--- src/rtl/ldsbw_pkg.sv ---
// ----------------------------------------------------------------------------
// ldsbw_pkg
// Shared types and constants of the multiplexed seven-segment scanner.
// ----------------------------------------------------------------------------
package ldsbw_pkg;

  localparam int OP_W     = 3;
  localparam int CFG_IW   = 3;
  localparam int CFG_DW   = 24;
  localparam int TIME_W   = 32;
  localparam int MS_W     = 16;
  localparam int SEG_W    = 8;
  localparam int ORDER_W  = 24;
  localparam int STEP_W   = 4;
  localparam int IN_DW    = 16;
  localparam int OUT_DW   = 24;

  // request opcodes
  localparam logic [OP_W-1:0] OP_TICK      = 3'd0;
  localparam logic [OP_W-1:0] OP_SCAN      = 3'd1;
  localparam logic [OP_W-1:0] OP_WRITE     = 3'd2;
  localparam logic [OP_W-1:0] OP_BLINK_ON  = 3'd3;
  localparam logic [OP_W-1:0] OP_BLINK_OFF = 3'd4;
  localparam logic [OP_W-1:0] OP_WAIT_ON   = 3'd5;
  localparam logic [OP_W-1:0] OP_WAIT_OFF  = 3'd6;

  // register indexes
  localparam logic [CFG_IW-1:0] REG_BLINK_ON   = 3'd0;
  localparam logic [CFG_IW-1:0] REG_BLINK_OFF  = 3'd1;
  localparam logic [CFG_IW-1:0] REG_WAIT_STEP  = 3'd2;
  localparam logic [CFG_IW-1:0] REG_BLINK_MASK = 3'd3;
  localparam logic [CFG_IW-1:0] REG_ORDER      = 3'd4;
  localparam logic [CFG_IW-1:0] REG_WAIT_PAT   = 3'd5;
  localparam logic [CFG_IW-1:0] REG_BLANK_PAT  = 3'd6;

  // register reset values
  localparam logic [MS_W-1:0]    BLINK_ON_RST   = 16'd500;
  localparam logic [MS_W-1:0]    BLINK_OFF_RST  = 16'd500;
  localparam logic [MS_W-1:0]    WAIT_STEP_RST  = 16'd250;
  localparam logic [SEG_W-1:0]   BLINK_MASK_RST = 8'hFF;
  localparam logic [ORDER_W-1:0] ORDER_RST      = 24'd16434824;
  localparam logic [SEG_W-1:0]   WAIT_PAT_RST   = 8'hBF;
  localparam logic [SEG_W-1:0]   BLANK_PAT_RST  = 8'hFF;

  // result kinds
  localparam logic KIND_WORD = 1'b0;
  localparam logic KIND_ACK  = 1'b1;

  // operands of the shared elapsed-time comparator
  typedef struct packed {
    logic [TIME_W-1:0] now;
    logic [TIME_W-1:0] start;
    logic [MS_W-1:0]   limit;
  } cmp_req_t;

endpackage

--- src/rtl/ldsbw_cmp.sv ---
// ----------------------------------------------------------------------------
// ldsbw_cmp
// Shared timer unit: wrapping elapsed time compared against a limit.
// ----------------------------------------------------------------------------
module ldsbw_cmp (
  input  ldsbw_pkg::cmp_req_t req,
  output logic                gt
);
  import ldsbw_pkg::*;

  logic [TIME_W-1:0] elapsed;

  assign elapsed = req.now - req.start;
  assign gt      = elapsed > {{(TIME_W-MS_W){1'b0}}, req.limit};

endmodule

--- src/rtl/led_digit_scan_blink_wait.sv ---
// ----------------------------------------------------------------------------
// led_digit_scan_blink_wait
// Multiplexed seven-segment scanner with blink phases and a wait animation.
//
//  channel  | direction | handshake             | payload
//  ---------+-----------+-----------------------+-------------------------------
//  in_      | sink      | in_tvalid/in_tready   | tuser op, tdata segments, index
//  out_     | source    | out_tvalid/out_tready | tuser kind, tdata word/ok, tlast
//  cfg_     | sink      | cfg_valid/cfg_ready   | cfg_index, cfg_data
//
// A scan steps through the blink, wait and scan states, plus a blank state for
// a dark-phase entry (one blank word a cycle while the result is not stalled)
// plus a fill state when the wait animation rewrites the buffer (one slot a
// cycle); both timer checks share one subtract/compare unit.
// Reset clears the control state and restores register defaults; cfg is always ready.
// A stalled result holds the sequencer; in_tready is high only when idle.
// ----------------------------------------------------------------------------
module led_digit_scan_blink_wait #(
  parameter int DIGITS = 4
) (
  input  logic                         clk,
  input  logic                         rst_n,
  // tdata: [7:0] segments, [10:8] digit_index
  input  logic [ldsbw_pkg::IN_DW-1:0]  in_tdata,
  // tuser: [2:0] op
  input  logic [ldsbw_pkg::OP_W-1:0]   in_tuser,
  input  logic                         in_tvalid,
  output logic                         in_tready,
  // tdata: [7:0] segment_byte, [15:8] port_byte, [16] ok
  output logic [ldsbw_pkg::OUT_DW-1:0] out_tdata,
  // tuser: [0] kind
  output logic                         out_tuser,
  output logic                         out_tlast,
  output logic                         out_tvalid,
  input  logic                         out_tready,
  input  logic [ldsbw_pkg::CFG_IW-1:0] cfg_index,
  input  logic [ldsbw_pkg::CFG_DW-1:0] cfg_data,
  input  logic                         cfg_valid,
  output logic                         cfg_ready
);
  import ldsbw_pkg::*;

  localparam int IW = (DIGITS > 1) ? $clog2(DIGITS) : 1;
  localparam logic [IW-1:0]     LAST_SLOT = IW'(DIGITS - 1);
  localparam logic [STEP_W-1:0] DIGITS_W  = STEP_W'(DIGITS);

  localparam logic [2:0] S_IDLE  = 3'd0;
  localparam logic [2:0] S_BLINK = 3'd1;
  localparam logic [2:0] S_BLANK = 3'd2;
  localparam logic [2:0] S_WAIT  = 3'd3;
  localparam logic [2:0] S_FILL  = 3'd4;
  localparam logic [2:0] S_SCAN  = 3'd5;
  localparam logic [2:0] S_ACK   = 3'd6;

  localparam logic [1:0] FILL_BLANK = 2'd0;
  localparam logic [1:0] FILL_ANIM  = 2'd1;
  localparam logic [1:0] FILL_CLEAR = 2'd2;

  // configuration
  logic [MS_W-1:0]    blink_on_r, blink_off_r, wait_step_ms_r;
  logic [SEG_W-1:0]   blink_mask_r, wait_pat_r, blank_pat_r;
  logic [ORDER_W-1:0] order_r;

  // state
  logic [SEG_W-1:0]  buf_r [DIGITS];
  logic [2:0]        state_r, state_nxt;
  logic [IW-1:0]     scan_idx_r, scan_idx_nxt;
  logic [IW-1:0]     cnt_r, cnt_nxt;
  logic [1:0]        fill_mode_r, fill_mode_nxt;
  logic [TIME_W-1:0] now_r, now_nxt;
  logic              blink_active_r, blink_active_nxt;
  logic              blink_lit_r, blink_lit_nxt;
  logic              blink_timing_r, blink_timing_nxt;
  logic [TIME_W-1:0] blink_start_r, blink_start_nxt;
  logic              wait_active_r, wait_active_nxt;
  logic              wait_timing_r, wait_timing_nxt;
  logic [TIME_W-1:0] wait_start_r, wait_start_nxt;
  logic [STEP_W-1:0] wait_step_r, wait_step_nxt;
  logic              ok_r, ok_nxt;

  // result register
  logic              out_valid_r;
  logic              out_kind_r, out_ok_r, out_last_r;
  logic [SEG_W-1:0]  out_seg_r, out_port_r;

  logic              out_free;
  logic              emit, emit_kind, emit_ok, emit_last;
  logic [SEG_W-1:0]  emit_seg, emit_port;
  logic              buf_we;
  logic [IW-1:0]     buf_waddr;
  logic [SEG_W-1:0]  buf_wdata;
  cmp_req_t          cmp_req;
  logic              cmp_gt;
  logic [2:0]        slot3, pos;
  logic              slot_masked, fits;
  logic [STEP_W-1:0] fill_dist;
  logic [SEG_W-1:0]  in_seg;
  logic [2:0]        in_idx;

  assign in_seg      = in_tdata[7:0];
  assign in_idx      = in_tdata[10:8];
  assign fits        = {1'b0, in_idx} < DIGITS_W;
  assign slot3       = 3'(scan_idx_r);
  assign slot_masked = blink_mask_r[slot3];
  assign pos         = order_r[3*slot3 +: 3];
  assign fill_dist   = DIGITS_W - STEP_W'(cnt_r);
  assign out_free    = !out_valid_r || out_tready;

  assign in_tready  = (state_r == S_IDLE);
  assign cfg_ready  = 1'b1;
  assign out_tvalid = out_valid_r;
  assign out_tuser  = out_kind_r;
  assign out_tlast  = out_last_r;
  assign out_tdata  = {{(OUT_DW-2*SEG_W-1){1'b0}}, out_ok_r, out_port_r, out_seg_r};

  // shared timer compare, operands picked by the sequencer
  always_comb begin
    cmp_req.now = now_r;
    if (state_r == S_WAIT) begin
      cmp_req.start = wait_start_r;
      cmp_req.limit = wait_step_ms_r;
    end else begin
      cmp_req.start = blink_start_r;
      cmp_req.limit = blink_lit_r ? blink_on_r : blink_off_r;
    end
  end

  ldsbw_cmp u_cmp (
    .req (cmp_req),
    .gt  (cmp_gt)
  );

  always_comb begin
    state_nxt        = state_r;
    scan_idx_nxt     = scan_idx_r;
    cnt_nxt          = cnt_r;
    fill_mode_nxt    = fill_mode_r;
    now_nxt          = now_r;
    blink_active_nxt = blink_active_r;
    blink_lit_nxt    = blink_lit_r;
    blink_timing_nxt = blink_timing_r;
    blink_start_nxt  = blink_start_r;
    wait_active_nxt  = wait_active_r;
    wait_timing_nxt  = wait_timing_r;
    wait_start_nxt   = wait_start_r;
    wait_step_nxt    = wait_step_r;
    ok_nxt           = ok_r;
    buf_we           = 1'b0;
    buf_waddr        = cnt_r;
    buf_wdata        = blank_pat_r;
    emit             = 1'b0;
    emit_kind        = KIND_WORD;
    emit_seg         = '0;
    emit_port        = '0;
    emit_ok          = 1'b0;
    emit_last        = 1'b0;

    case (state_r)
      S_IDLE: begin
        if (in_tvalid) begin
          case (in_tuser)
            OP_TICK: now_nxt = now_r + 1'b1;
            OP_SCAN: state_nxt = S_BLINK;
            OP_WRITE: begin
              ok_nxt    = fits;
              buf_we    = fits;
              buf_waddr = in_idx[IW-1:0];
              buf_wdata = in_seg;
              state_nxt = S_ACK;
            end
            OP_BLINK_ON: begin
              ok_nxt = !blink_active_r;
              if (!blink_active_r) begin
                blink_timing_nxt = 1'b0;
                blink_lit_nxt    = 1'b0;
                blink_active_nxt = 1'b1;
              end
              state_nxt = S_ACK;
            end
            OP_BLINK_OFF: begin
              ok_nxt = blink_active_r;
              if (blink_active_r) begin
                blink_active_nxt = 1'b0;
                blink_timing_nxt = 1'b0;
                blink_lit_nxt    = 1'b1;
              end
              state_nxt = S_ACK;
            end
            OP_WAIT_ON: begin
              ok_nxt = !wait_active_r;
              if (!wait_active_r) begin
                wait_timing_nxt = 1'b0;
                wait_step_nxt   = '0;
                wait_active_nxt = 1'b1;
              end
              state_nxt = S_ACK;
            end
            OP_WAIT_OFF: begin
              ok_nxt = wait_active_r;
              if (wait_active_r) begin
                wait_active_nxt = 1'b0;
                wait_timing_nxt = 1'b0;
                cnt_nxt         = '0;
                fill_mode_nxt   = FILL_CLEAR;
                state_nxt       = S_FILL;
              end else begin
                state_nxt = S_ACK;
              end
            end
            default: ;
          endcase
        end
      end

      S_BLINK: begin
        state_nxt = S_WAIT;
        if (blink_active_r) begin
          if (!blink_timing_r) begin
            blink_start_nxt  = now_r;
            blink_timing_nxt = 1'b1;
            // entering the dark phase blanks every port first
            if (!blink_lit_r) begin
              cnt_nxt   = '0;
              state_nxt = S_BLANK;
            end
          end else if (cmp_gt) begin
            blink_timing_nxt = 1'b0;
            blink_lit_nxt    = !blink_lit_r;
          end
        end
      end

      S_BLANK: begin
        if (out_free) begin
          emit      = 1'b1;
          emit_seg  = blank_pat_r;
          emit_port = SEG_W'(1) << cnt_r;
          // last only if the dark slot word will be suppressed
          emit_last = (cnt_r == LAST_SLOT) && slot_masked;
          if (cnt_r == LAST_SLOT) begin
            state_nxt = S_WAIT;
          end else begin
            cnt_nxt = cnt_r + 1'b1;
          end
        end
      end

      S_WAIT: begin
        state_nxt = S_SCAN;
        if (wait_active_r) begin
          if (!wait_timing_r) begin
            wait_start_nxt  = now_r;
            wait_timing_nxt = 1'b1;
            cnt_nxt         = '0;
            fill_mode_nxt   = FILL_BLANK;
            state_nxt       = S_FILL;
          end else if (cmp_gt) begin
            wait_start_nxt = now_r;
            cnt_nxt        = '0;
            fill_mode_nxt  = FILL_ANIM;
            state_nxt      = S_FILL;
          end
        end
      end

      S_FILL: begin
        buf_we    = 1'b1;
        buf_waddr = cnt_r;
        buf_wdata = (fill_mode_r == FILL_ANIM && fill_dist <= wait_step_r) ? wait_pat_r
                                                                           : blank_pat_r;
        if (cnt_r == LAST_SLOT) begin
          cnt_nxt = '0;
          if (fill_mode_r == FILL_ANIM) begin
            wait_step_nxt = (wait_step_r >= DIGITS_W) ? '0 : wait_step_r + 1'b1;
          end
          state_nxt = (fill_mode_r == FILL_CLEAR) ? S_ACK : S_SCAN;
        end else begin
          cnt_nxt = cnt_r + 1'b1;
        end
      end

      S_SCAN: begin
        if (blink_active_r && !blink_lit_r && slot_masked) begin
          scan_idx_nxt = (scan_idx_r == LAST_SLOT) ? '0 : scan_idx_r + 1'b1;
          state_nxt    = S_IDLE;
        end else if (out_free) begin
          emit         = 1'b1;
          emit_seg     = buf_r[scan_idx_r];
          emit_port    = SEG_W'(1) << pos;
          emit_last    = 1'b1;
          scan_idx_nxt = (scan_idx_r == LAST_SLOT) ? '0 : scan_idx_r + 1'b1;
          state_nxt    = S_IDLE;
        end
      end

      S_ACK: begin
        if (out_free) begin
          emit      = 1'b1;
          emit_kind = KIND_ACK;
          emit_ok   = ok_r;
          emit_last = 1'b1;
          state_nxt = S_IDLE;
        end
      end

      default: state_nxt = S_IDLE;
    endcase
  end

  always_ff @(posedge clk) begin
    if (!rst_n) begin
      state_r        <= S_IDLE;
      scan_idx_r     <= '0;
      cnt_r          <= '0;
      fill_mode_r    <= FILL_BLANK;
      now_r          <= '0;
      blink_active_r <= 1'b0;
      blink_lit_r    <= 1'b1;
      blink_timing_r <= 1'b0;
      blink_start_r  <= '0;
      wait_active_r  <= 1'b0;
      wait_timing_r  <= 1'b0;
      wait_start_r   <= '0;
      wait_step_r    <= '0;
      ok_r           <= 1'b0;
      out_valid_r    <= 1'b0;
    end else begin
      state_r        <= state_nxt;
      scan_idx_r     <= scan_idx_nxt;
      cnt_r          <= cnt_nxt;
      fill_mode_r    <= fill_mode_nxt;
      now_r          <= now_nxt;
      blink_active_r <= blink_active_nxt;
      blink_lit_r    <= blink_lit_nxt;
      blink_timing_r <= blink_timing_nxt;
      blink_start_r  <= blink_start_nxt;
      wait_active_r  <= wait_active_nxt;
      wait_timing_r  <= wait_timing_nxt;
      wait_start_r   <= wait_start_nxt;
      wait_step_r    <= wait_step_nxt;
      ok_r           <= ok_nxt;
      if (emit) begin
        out_valid_r <= 1'b1;
      end else if (out_tready) begin
        out_valid_r <= 1'b0;
      end
    end
  end

  always_ff @(posedge clk) begin
    if (emit) begin
      out_kind_r <= emit_kind;
      out_seg_r  <= emit_seg;
      out_port_r <= emit_port;
      out_ok_r   <= emit_ok;
      out_last_r <= emit_last;
    end
  end

  // digit buffer
  always_ff @(posedge clk) begin
    if (!rst_n) begin
      for (int i = 0; i < DIGITS; i++) begin
        buf_r[i] <= BLANK_PAT_RST;
      end
    end else if (buf_we) begin
      buf_r[buf_waddr] <= buf_wdata;
    end
  end

  // register writes
  always_ff @(posedge clk) begin
    if (!rst_n) begin
      blink_on_r     <= BLINK_ON_RST;
      blink_off_r    <= BLINK_OFF_RST;
      wait_step_ms_r <= WAIT_STEP_RST;
      blink_mask_r   <= BLINK_MASK_RST;
      order_r        <= ORDER_RST;
      wait_pat_r     <= WAIT_PAT_RST;
      blank_pat_r    <= BLANK_PAT_RST;
    end else if (cfg_valid) begin
      case (cfg_index)
        REG_BLINK_ON:   blink_on_r     <= cfg_data[MS_W-1:0];
        REG_BLINK_OFF:  blink_off_r    <= cfg_data[MS_W-1:0];
        REG_WAIT_STEP:  wait_step_ms_r <= cfg_data[MS_W-1:0];
        REG_BLINK_MASK: blink_mask_r   <= cfg_data[SEG_W-1:0];
        REG_ORDER:      order_r        <= cfg_data[ORDER_W-1:0];
        REG_WAIT_PAT:   wait_pat_r     <= cfg_data[SEG_W-1:0];
        REG_BLANK_PAT:  blank_pat_r    <= cfg_data[SEG_W-1:0];
        default: ;
      endcase
    end
  end

endmodule
--- config.mk ---
export PLATFORM = sky130hd
export DESIGN_NAME = led_digit_scan_blink_wait
export DESIGN_NICKNAME = d
export VERILOG_FILES = /design/src/rtl/ldsbw_pkg.sv /design/src/rtl/ldsbw_cmp.sv /design/src/rtl/led_digit_scan_blink_wait.sv
export SDC_FILE = /design/constraint.sdc
export NUM_CORES = 1
export LEC_CHECK = 0
export ABC_AREA = 1
export BUFFER_PORTS_ARGS = -buffer_cell sky130_fd_sc_hd__buf_2
export CELL_PAD_IN_SITES_DETAIL_PLACEMENT = 0
export CELL_PAD_IN_SITES_GLOBAL_PLACEMENT = 2
export CORE_MARGIN = 2
export CORE_UTILIZATION = 32
export CTS_CLUSTER_DIAMETER = 40
export DETAILED_ROUTE_END_ITERATION = 10
export PLACE_DENSITY = 0.77
export SYNTH_ARGS = -nofsm -noshare
export SYNTH_HDL_FRONTEND = slang
export SYNTH_SLANG_ARGS = --single-unit
--- constraint.sdc ---
create_clock -name clk -period 4.4 [get_ports clk]
set_input_delay 0.44 -clock clk [delete_from_list [all_inputs] [get_ports clk]]
set_output_delay 0.44 -clock clk [all_outputs]
set_load 0.05 [all_outputs]
==> impl_metrics.toml <==
[min_path]
hold_class = "in2reg"
min_from = "cfg_data[13]"
whs_path_depth = 3
holdPathEnd = "blink_off_r[13]$_SDFFE_PN0P_"

[synth]
synth_area_mm2 = 0.0143
synth-edff-count = 51
async_flop_share_pct = 0
syn_inst = 2073
yosys_warnings = 0
synth-seq-area-share_pct = 38.4
yosys.area.top_type_share_pct = 27.7
synth_cell_types = 57
ys.flop_type = "dfxtp_1"
syn_avg_cell_area_um2 = 6.90
ys_ff_latch = 249
synth_top_area_cell = "dfxtp_1"
ys_top_cells_by_area = "dfxtp_1, nand2_1, edfxtp_1"

[pwr]
power.density_mw_per_mm2 = 522
irDropWorstVdd_mv = 0.302
power_uw = 9350
leakage_uw = 0.00799

[worst_setup_path]
cp_data_arrival_time_ns = 4.69
critPathKind = "reg2reg"
rr_worst_depth = 27
cp.required_ns = 4.84
r2r_end = "wait_start_r[28]$_SDFFE_PN0P_"
cp_max_fo = 9
reg2reg_setup_slack_ns = 0.15
cp-start-kind = "flip-flop"
crit_path_end_kind = "flip-flop"
r2r-start = "state_r[2]$_SDFFE_PN0P_"

[route]
met2_length_um = 21200
dr_total_vias = 13490
drcViolationCount = 0
avgViaCountPerCell = 4.82
dr_wl_met3_um = 1640
dr.pass1.iters = 5
ant_nets = 0
finalWirelength_um = 45200
routed.top_layer = "met4"
wirelength_met1_um = 21700
avgRoutedWirePerCell_um = 16.2
drt_iter0_drc = 873

[clocking]
h-tree-depth = 2
cts.path.max_buffers = 3
clock_latency_ns = 0.60
clock-sinks = 249
clkTransAtPathRegs_ns = 0.05
clockRootBuffer = "clkbuf_16"
cts-buffers-inserted = 45
cts_tree = "done"

[sta]
hold_ws_ns = 0.123
finalClockSkew_ns = 0.0506
slew-limit-headroom_pct = 31.9
min_period_ns = 4.25
period_share_pct = 96.5
setup_viol = 0
fmax_mhz = 236
worst_pin_slew_ns = 1.02
rsz0062_at_grt = "yes"
hold_viol = 0
slew_violations = 0

[global_route]
gr-total-overflow = 0
gr-usage-all-layers_pct = 18.6
grt_start_max_net_pins = 92
grt_pass1_vias = 12616
grt_pass1_wl_um = 69000
antenna_found_initial = 0

[floorplan]
num_rows = 77
core_mm2 = 0.0442
die_w_um = 215
dieHeight_um = 215
ios = 80
start_util_pct = 32.4
dieArea_mm2 = 0.0464

[flow_run]
cap_violations = 0

[placed_design]
io_buffers = 58
place_congestion = 0.811
place_hpwl_um = 31700

[final_layout]
fin_nets = 2278
seq_area_mm2 = 0.00550
drive_gt1_share_pct = 14.5
fill_cells = 4645
multi_input_area_mm2 = 0.00803
area_delta_synth_final_pct = 25.2
num_antenna_cells = 0

[status]
status = "complete, no violations"
[Yosys cell counts (2+ instances only)]
cell      number
nand3_1      135
mux2i_1       30
nand2_2        3
nor3_2         6
and2_1         3
nand2_1      527
inv_1        263
a21oi_1      137
ha_1          57
a31oi_1        4
o21bai_1       3
and3_1         2
nor3_1        32
buf_6          3
buf_2         10
clkinv_1       5
dfxtp_1      198
nor2_1       261
o22ai_1        9
nor3b_2        2
nand3_2        2
o211ai_1      11
nor2_2         7
clkbuf_1      50
o21ai_1        5
nor4_1         3
o21ai_0      152
nand4_1       16
nand3b_1       4
buf_4         10
edfxtp_1      51
nor3b_1        3
a32oi_1        2
o311ai_0       2
o41ai_1        3
a211oi_1       4
a32o_1         4
xor2_1        23
inv_2          3
nand3_4        3
nor2_4         7
buf_1          2
conb_1         2
[critical path, cell delays in order (launching register included)]
cell	delay, ns
dfxtp_2	0.35
inv_2	0.05
nand3_4	0.14
clkbuf_16	0.20
mux2i_4	0.28
ha_4	0.25
buf_4	0.14
nand3_1	0.07
nand3_1	0.08
buf_4	0.16
nand3_1	0.07
nand3b_1	0.13
xor2_1	0.28
ha_1	0.29
nand3_2	0.11
a21oi_1	0.05
nor2_1	0.12
nand2_1	0.07
nand2_2	0.09
nand3_2	0.09
nor2_1	0.12
nand2_1	0.09
nor2_4	0.16
nand3_4	0.13
clkbuf_16	0.20
buf_6	0.16
a21oi_1	0.13
nor2_1	0.06
[cell usage in the layout, fill, tap and decap left out, types with 6 or more instances in the layout]
master and n:
nand2_1 498, inv_1 260, nor2_1 255, dfxtp_1 196
o21ai_0 151, nand3_1 130, a21oi_1 127, buf_2 57
edfxtp_1 51, clkbuf_16 51, ha_1 44, buf_4 43
nor3_1 31, nand2_2 26, mux2i_1 19, xor2_1 17
nand4_1 16, ha_4 12, mux2i_4 11, o211ai_1 11
a21oi_2 10, nor2_4 10, nor2_2 10, o22ai_1 9
bufinv_16 9, conb_1 8, nand2_4 7, nand3_2 7
clkbuf_1 7, inv_2 6, nor3_2 6, o21ai_1 6
clkinv_2 6, buf_6 6, buf_12 6
[cell type report]
cell class | count | share of cell area (%)
Timing Repair Buffer | 118 | 5.28
Multi-Input combinational cell | 1483 | 44.8
Clock inverter | 26 | 2.55
Sequential cell | 249 | 30.7
Clock buffer | 57 | 6.82
Inverter | 272 | 5.71
Tap cell | 592 | 4.13
[cells by family (layout without fill, tap and decap cells)]
kind of cell / count (synthesis) / in the layout / share of synthesized area, %
buf+inv: 347 / 473 / 9.62
xor+xnor: 23 / 23 / 1.41
mux: 31 / 31 / 2.18
compound gates: 344 / 344 / 13.0
flops: 249 / 249 / 38.4
other cells: 2 / 8 / 0.0525
simple gates: 1019 / 1019 / 30.2
fa+ha+maj: 58 / 58 / 5.12
[report_power, final]
| group | switching (uW) | internal (uW) |
|---|---|---|
| registers | 79.3 | 2520 |
| logic | 1970 | 973 |
| clock network | 1280 | 2530 |
[worst max path at each step]
| stage | start | end | cells past startpoint |
|---|---|---|---|
| 6_report | state_r[2]$_SDFFE_PN0P_ | wait_start_r[28]$_SDFFE_PN0P_ | 27 |
| 5_1_grt | state_r[2]$_SDFFE_PN0P_ | wait_start_r[29]$_SDFFE_PN0P_ | 31 |
| 4_1_cts | state_r[2]$_SDFFE_PN0P_ | wait_start_r[25]$_SDFFE_PN0P_ | 27 |
| 3_5_place_dp | state_r[2]$_SDFFE_PN0P_ | wait_start_r[17]$_SDFFE_PN0P_ | 29 |
| 3_3_place_gp | state_r[2]$_SDFFE_PN0P_ | wait_start_r[14]$_SDFFE_PN0P_ | 29 |
| 2_1_floorplan | state_r[2]$_SDFFE_PN0P_ | wait_start_r[10]$_SDFFE_PN0P_ | 31 |
[flip-flops by register name, summed over array words and instances (netlist names), 2 cells and up, named ones only]
register,cells
scan_idx_r,2
out_port_r,8
blank_pat_r,8
wait_start_r,32
out_seg_r,8
wait_step_r,4
blink_off_r,16
wait_pat_r,8
buf_r,32
wait_step_ms_r,16
fill_mode_r,2
state_r,3
blink_mask_r,4
now_r,32
order_r,12
blink_start_r,32
cnt_r,2
blink_on_r,16
[timing repair]
action                                  in CTS  in global routing
cloned                                       0                  9
hold buffers                                 0                  0
endpoints found under the setup margin      11                 39
setup buffers                                0                 18
resized for setup                            2                116
hold endpoints to repair                     0                  0
pin swaps                                    0                 26
[routing by layer]
layer,track usage (%),up-vias
met3,3.02,48
li1,-,6920
met5,0,-
met1,24.9,6292
met2,31.5,230
met4,4.16,0
[stage by stage]
step                util, %  TNS (ns)  setup slack [ns]  area (um^2)  cells
detailed placement     34.7         0            0.0527        15300   2687
global route           40.5    -0.658           -0.0404        17900   2797
global placement       34.7         0            0.0939        15300   2687
CTS                    38.5         0            0.0455        17000   2770
finish                 40.5         0             0.155        17900   2797
floorplan                 -         0             0.218        14300   2079
Power figures use the tool's default switching activity.
